<file path="src/hdl/aef_pkg.sv">
`timescale 1ns / 1ps
`default_nettype none
// ----------------------------------------------------------------------------
// aef_pkg
// shared constants, types and arithmetic helpers of the feedback echo block
// ----------------------------------------------------------------------------
package aef_pkg;

	localparam int SAMPLE_W    = 16;
	localparam int DELAY_DEPTH = 8192;
	localparam int ADDR_W      = $clog2(DELAY_DEPTH);
	localparam int CNT_W       = ADDR_W + 1;
	localparam int SUM_W       = SAMPLE_W + 3;

	localparam logic [CNT_W-1:0] DELAY_RESET = CNT_W'(4800);
	localparam logic [CNT_W-1:0] DELAY_MAX   = CNT_W'(DELAY_DEPTH);
	localparam logic [CNT_W-1:0] DELAY_MIN   = CNT_W'(1);

	// ceil(2^20 / 5), exact quotient for magnitudes below 2^18
	localparam logic [19:0] DIV5_RECIP = 20'd209716;
	// sqrt(5) in q16
	localparam logic [17:0] SQRT5_Q16  = 18'd146543;

	localparam logic [SAMPLE_W-1:0] SAT_POS = 16'h7fff;
	localparam logic [SAMPLE_W-1:0] SAT_NEG = 16'h8000;

	// control from the top level to each channel lane
	typedef struct packed {
		logic              acc;        // input transfer this cycle
		logic              adv1;       // stage 1 item moves on (and writes the line)
		logic              warm_s1;    // echo tap in use for the stage 1 item
		logic [ADDR_W-1:0] wr_addr_s1; // line position of the stage 1 item
		logic [ADDR_W-1:0] rd_addr;    // tap position of the incoming item
	} aef_ctrl_t;

	// signed sum divided by five, truncated toward zero
	function automatic logic [SAMPLE_W-1:0] div5(input logic [SUM_W-1:0] s);
		logic [SUM_W-2:0]    mag;
		logic [SUM_W+18:0]   prod;
		logic [SAMPLE_W:0]   q;
		logic [SAMPLE_W:0]   r;
		mag  = s[SUM_W-1] ? (SUM_W-1)'(~s + SUM_W'(1)) : s[SUM_W-2:0];
		prod = (SUM_W+19)'(mag) * (SUM_W+19)'(DIV5_RECIP);
		q    = prod[SAMPLE_W+20:20];
		r    = s[SUM_W-1] ? (~q + (SAMPLE_W+1)'(1)) : q;
		return r[SAMPLE_W-1:0];
	endfunction

	// signed sample times sqrt(5), truncated toward zero and saturated
	function automatic logic [SAMPLE_W-1:0] amplify(input logic [SAMPLE_W-1:0] m);
		logic [SAMPLE_W:0]    mag;
		logic [SAMPLE_W+18:0] prod;
		logic [SAMPLE_W+2:0]  t;
		logic [SAMPLE_W+2:0]  neg;
		logic [SAMPLE_W-1:0]  r;
		mag  = m[SAMPLE_W-1] ? (SAMPLE_W+1)'(~{m[SAMPLE_W-1], m} + (SAMPLE_W+1)'(1))
		                     : {1'b0, m};
		prod = (SAMPLE_W+19)'(mag) * (SAMPLE_W+19)'(SQRT5_Q16);
		t    = prod[SAMPLE_W+18:16];
		neg  = ~t + (SAMPLE_W+3)'(1);
		if (!m[SAMPLE_W-1]) begin
			r = (t > (SAMPLE_W+3)'(SAT_POS)) ? SAT_POS : t[SAMPLE_W-1:0];
		end else begin
			r = (t > (SAMPLE_W+3)'(SAT_NEG)) ? SAT_NEG : neg[SAMPLE_W-1:0];
		end
		return r;
	endfunction

endpackage
`default_nettype wire

</file>
<file path="src/hdl/aef_merge.sv">
`timescale 1ns / 1ps
`default_nettype none
// ----------------------------------------------------------------------------
// aef_merge
// joins the channel results into one frame and holds it for the output side
// ----------------------------------------------------------------------------
module aef_merge (
	input  wire logic                             clk,
	input  wire logic                             arst_n,
	input  wire logic                             load,
	input  wire logic [aef_pkg::SAMPLE_W-1:0]     amp_ch0,
	input  wire logic [aef_pkg::SAMPLE_W-1:0]     amp_ch1,
	output logic                                  free,
	output logic                                  m_tvalid,
	input  wire logic                             m_tready,
	output logic [2*aef_pkg::SAMPLE_W-1:0]        m_tdata
);

	logic                          out_valid_q;
	logic [2*aef_pkg::SAMPLE_W-1:0] out_data_q;

	assign free = !out_valid_q || m_tready;

	always_ff @(posedge clk or negedge arst_n) begin
		if (!arst_n) begin
			out_valid_q <= 1'b0;
		end else if (free) begin
			out_valid_q <= load;
		end
	end

	always_ff @(posedge clk) begin
		if (load) begin
			out_data_q <= {amp_ch1, amp_ch0};
		end
	end

	assign m_tvalid = out_valid_q;
	assign m_tdata  = out_data_q;

endmodule
`default_nettype wire

</file>
<file path="config.mk">
export PLATFORM = sky130hd
export DESIGN_NAME = aef_merge
export DESIGN_NICKNAME = d
export VERILOG_FILES = /design/src/hdl/aef_pkg.sv /design/src/hdl/aef_merge.sv
export SDC_FILE = /design/constraint.sdc
export NUM_CORES = 1
export LEC_CHECK = 0
export BUFFER_PORTS_ARGS = -buffer_cell sky130_fd_sc_hd__clkbuf_2
export CORE_MARGIN = 2
export CORE_UTILIZATION = 42
export CTS_CLUSTER_DIAMETER = 50
export DETAILED_ROUTE_END_ITERATION = 12
export GPL_TIMING_DRIVEN = 0
export HOLD_SLACK_MARGIN = 0.05
export PLACE_DENSITY = 0.81
export SLEW_MARGIN = 5
export SYNTH_ARGS = -nofsm -noshare
export SYNTH_HDL_FRONTEND = slang
export SYNTH_SLANG_ARGS = --single-unit
</file>
<file path="constraint.sdc">
create_clock -name clk -period 1.5 [get_ports clk]
set_input_delay 0.45 -clock clk [delete_from_list [all_inputs] [get_ports clk]]
set_output_delay 0.45 -clock clk [all_outputs]
set_load 0.01 [all_outputs]
</file>
==> Flow_metrics.wiki <==
{| class="wikitable"
! Metric !! Value
|-
| Result of the run || completed
|-
| Number of remaining DRC errors || 0
|-
| Highest-delay cell along the critical path || sky130_fd_sc_hd__dfrtp_1
|-
| Area share of the leading cell type in the synthesized netlist || 95.3%
|-
| Antenna cell count || 0
|-
| Fraction of layout instances using a drive strength above 1 || 67.9%
|-
| CP Max Fanout || 2
|-
| Final routed wire length divided by cell count || 11.4 µm
|-
| Clock Skews || 0 ps
|-
| Sequential share of the synthesized area || 97.8%
|-
| Final GP Congestion || 0.657
|-
| Cell variety after synth || 4
|-
| Worst path required time || 1050 ps
|-
| Worst setup path category || reg2out
|-
| Synthesized instance count || 35
|-
| DR iter-0 viols || 15
|-
| Type of element launching the critical path || register
|-
| CTS Buffer Depth || 2
|-
| Largest net degree at the start of global routing || 34
|-
| Count of maximum capacitance violations || 0
|-
| Maximum cell stage delay along the critical path || 410 ps
|-
| Standard cell area after detailed placement || 1390 µm²
|-
| Leakage || 0.652 nW
|-
| Total number of clock tree sinks || 33
|-
| Boundary Pins || 70
|-
| Final count of hold timing violations || 0
|-
| Layout Area Growth over Synthesis || 43.2%
|-
| Post-synthesis cell area || 1010 µm²
|-
| Via count of the routed design || 594
|-
| Worst-margin pin slew || 731 ps
|-
| Peak ir drop on the vdd network || 0.728 mV
|-
| Tcrit/Tclk final || 91.9%
|-
| Initial antenna violation count || 0
|-
| Aggregate routed wire length || 1600 µm
|-
| Clock Latency Late Sink || 310 ps
|-
| Post-synthesis net count || 71
|-
| Via density per instance || 4.24
|-
| FF+latch count, synth || 33
|-
| Count of final max-slew check failures || 0
|-
| Via count of the first global-routing pass || 516
|-
| Origin of the worst setup path || m_tvalid
|-
| CTS tree || built
|-
| Std-Cell Core Area || 2230 µm²
|-
| Critical Path Sink Type || output pin
|-
| Starting utilization of the core area || 45.2%
|-
| Min-delay src || amp_ch0[2]
|-
| Level count of the clock H-tree || 2
|-
| Root Buffer || sky130_fd_sc_hd__clkbuf_4
|-
| Number of input and output port buffers inserted || 69
|-
| Power, Total || 1.69 mW
|-
| Area of the die || 2810 µm²
|-
| Yosys warns || 0
|-
| Number of nets still failing antenna checks after routing || 0
|-
| Arrival time worst endpoint || 930 ps
|-
| Horizontal extent of the die || 53 µm
|-
| Number of CTS-inserted buffers || 5
|-
| Clock transition at the registers of the reported paths || 80 ps
|-
| Startpoint of the lowest-slack register-to-register path || m_tvalid
|-
| Post-CTS Resized || 0
|-
| Post-route design area || 1440 µm²
|-
| Final critical delay including setup and external delays || 1380 ps
|-
| Overall routing resource usage || 12.8%
|-
| Accumulated negative setup slack || 0 ps
|-
| Filler cell count || 172
|-
| Kind of path behind the tightest hold check || in2reg
|-
| Worst setup timing slack at the placement stage || 93.3 ps
|-
| Count of standard-cell rows || 17
|-
| Overflow after GRT || 0
|-
| Slew HR || 51.3%
|-
| Commonest non-fill, non-tap cell in the layout || sky130_fd_sc_hd__clkbuf_2
|-
| Setup repair after global routing missed its margin || false
|-
| Total power per unit cell area || 1170 nW/µm²
|-
| Synth area leader || sky130_fd_sc_hd__edfxtp_1
|-
| Die Y-Extent || 53 µm
|-
| Area contributors post-synth || sky130_fd_sc_hd__edfxtp_1 (95%), sky130_fd_sc_hd__dfrtp_1 (2.5%), sky130_fd_sc_hd__nand2b_4 (1.4%)
|-
| Maximum clock rate || 0.725 GHz
|-
| Average size of a mapped cell || 28.8 µm²
|-
| Chain of cells forming the critical path || nand2b_4 > clkbuf_2
|-
| Most frequent cells in the layout || sky130_fd_sc_hd__clkbuf_2 (69), sky130_fd_sc_hd__edfxtp_1 (32), sky130_fd_sc_hd__clkbuf_4 (5)
|-
| Total half-perimeter wirelength after legalization and detailed placement || 1300 µm
|-
| Wire length of the first global-routing pass || 2200 µm
|-
| Post-layout worst setup margin || 121 ps
|-
| Endpoints failing setup || 0
|-
| Net count reported at finish || 148
|-
| Drt first pass iters || 3
|}
## cells in the mapped netlist
cell and number:
sky130_fd_sc_hd__nand2b_4 1, sky130_fd_sc_hd__edfxtp_1 32, sky130_fd_sc_hd__dfrtp_1 1, sky130_fd_sc_hd__nand2b_2 1
## per-stage QoR
step	util [%]	std cells	hold WS, ps
global route	64.6	140	265
detailed placement	62.2	132	230
finish	64.6	140	303
floorplan	-	35	154
CTS	64.6	140	282
global placement	62.2	132	226
## repair_timing
action                                  in CTS  in global routing
endpoints found under the hold margin        1                  0
buffers inserted                             0                  0
hold buffers                                 1                  0
endpoints found under the setup margin       0                  0
## final cells by class
cell class | count | area [µm²] | share of cell area, %
Clock buffer | 6 | 41.3 | 2.86
Multi-Input combinational cell | 2 | 22.5 | 1.56
Sequential cell | 33 | 986 | 68.3
Tap cell | 28 | 35.0 | 2.43
Clock inverter | 1 | 3.75 | 0.260
Timing Repair Buffer | 70 | 355 | 24.6
## worst max-delay path, delay by kind of cell (launching register included)
family	cells	cell delay (ps)
flip-flops	1	410
buffers and inverters	1	130
AND/OR/NAND/NOR	1	80
## registers in the layout (all words and copies together), names as in the netlist
signal / cells
m_tdata: 32
m_tvalid: 1
## power by group
part / internal, mW / switching [mW] / total [mW] / leakage, nW
sequential: 1.09 / 0.0198 / 1.11 / 0.324
clock: 0.170 / 0.240 / 0.410 / 0.0258
combinational: 0.0821 / 0.0883 / 0.170 / 0.302
total: 1.34 / 0.348 / 1.69 / 0.652
## cell families after synthesis
kind of cell     after synthesis  share of synthesized area, %
flip-flops                    33                          97.8
AND/OR/NAND/NOR                2                          2.23
## final timing paths
kind                               to  slack (ps)  cells past startpoint
max reg2reg                  m_tvalid         860                      2
max in group asynchronous    m_tvalid         980                      2
min in group asynchronous    m_tvalid         430                      2
min                        m_tdata[2]         300                      1
max                              free         120                      2
min reg2reg                  m_tvalid         530                      2
## metal layers
| layer | share of wire (%) | wire length [µm] | GRT usage, % | up-vias |
|---|---|---|---|---|
| li1 | - | - | - | 294 |
| met1 | 32 | 518 | 11.7 | 253 |
| met2 | 52 | 829 | 19.6 | 44 |
| met3 | 14 | 232 | 9.04 | 3 |
| met4 | 1.3 | 21 | 8.97 | 0 |
| met5 | 0 | 0 | 0 | - |
No activity file was read; power rests on OpenSTA's default activity.
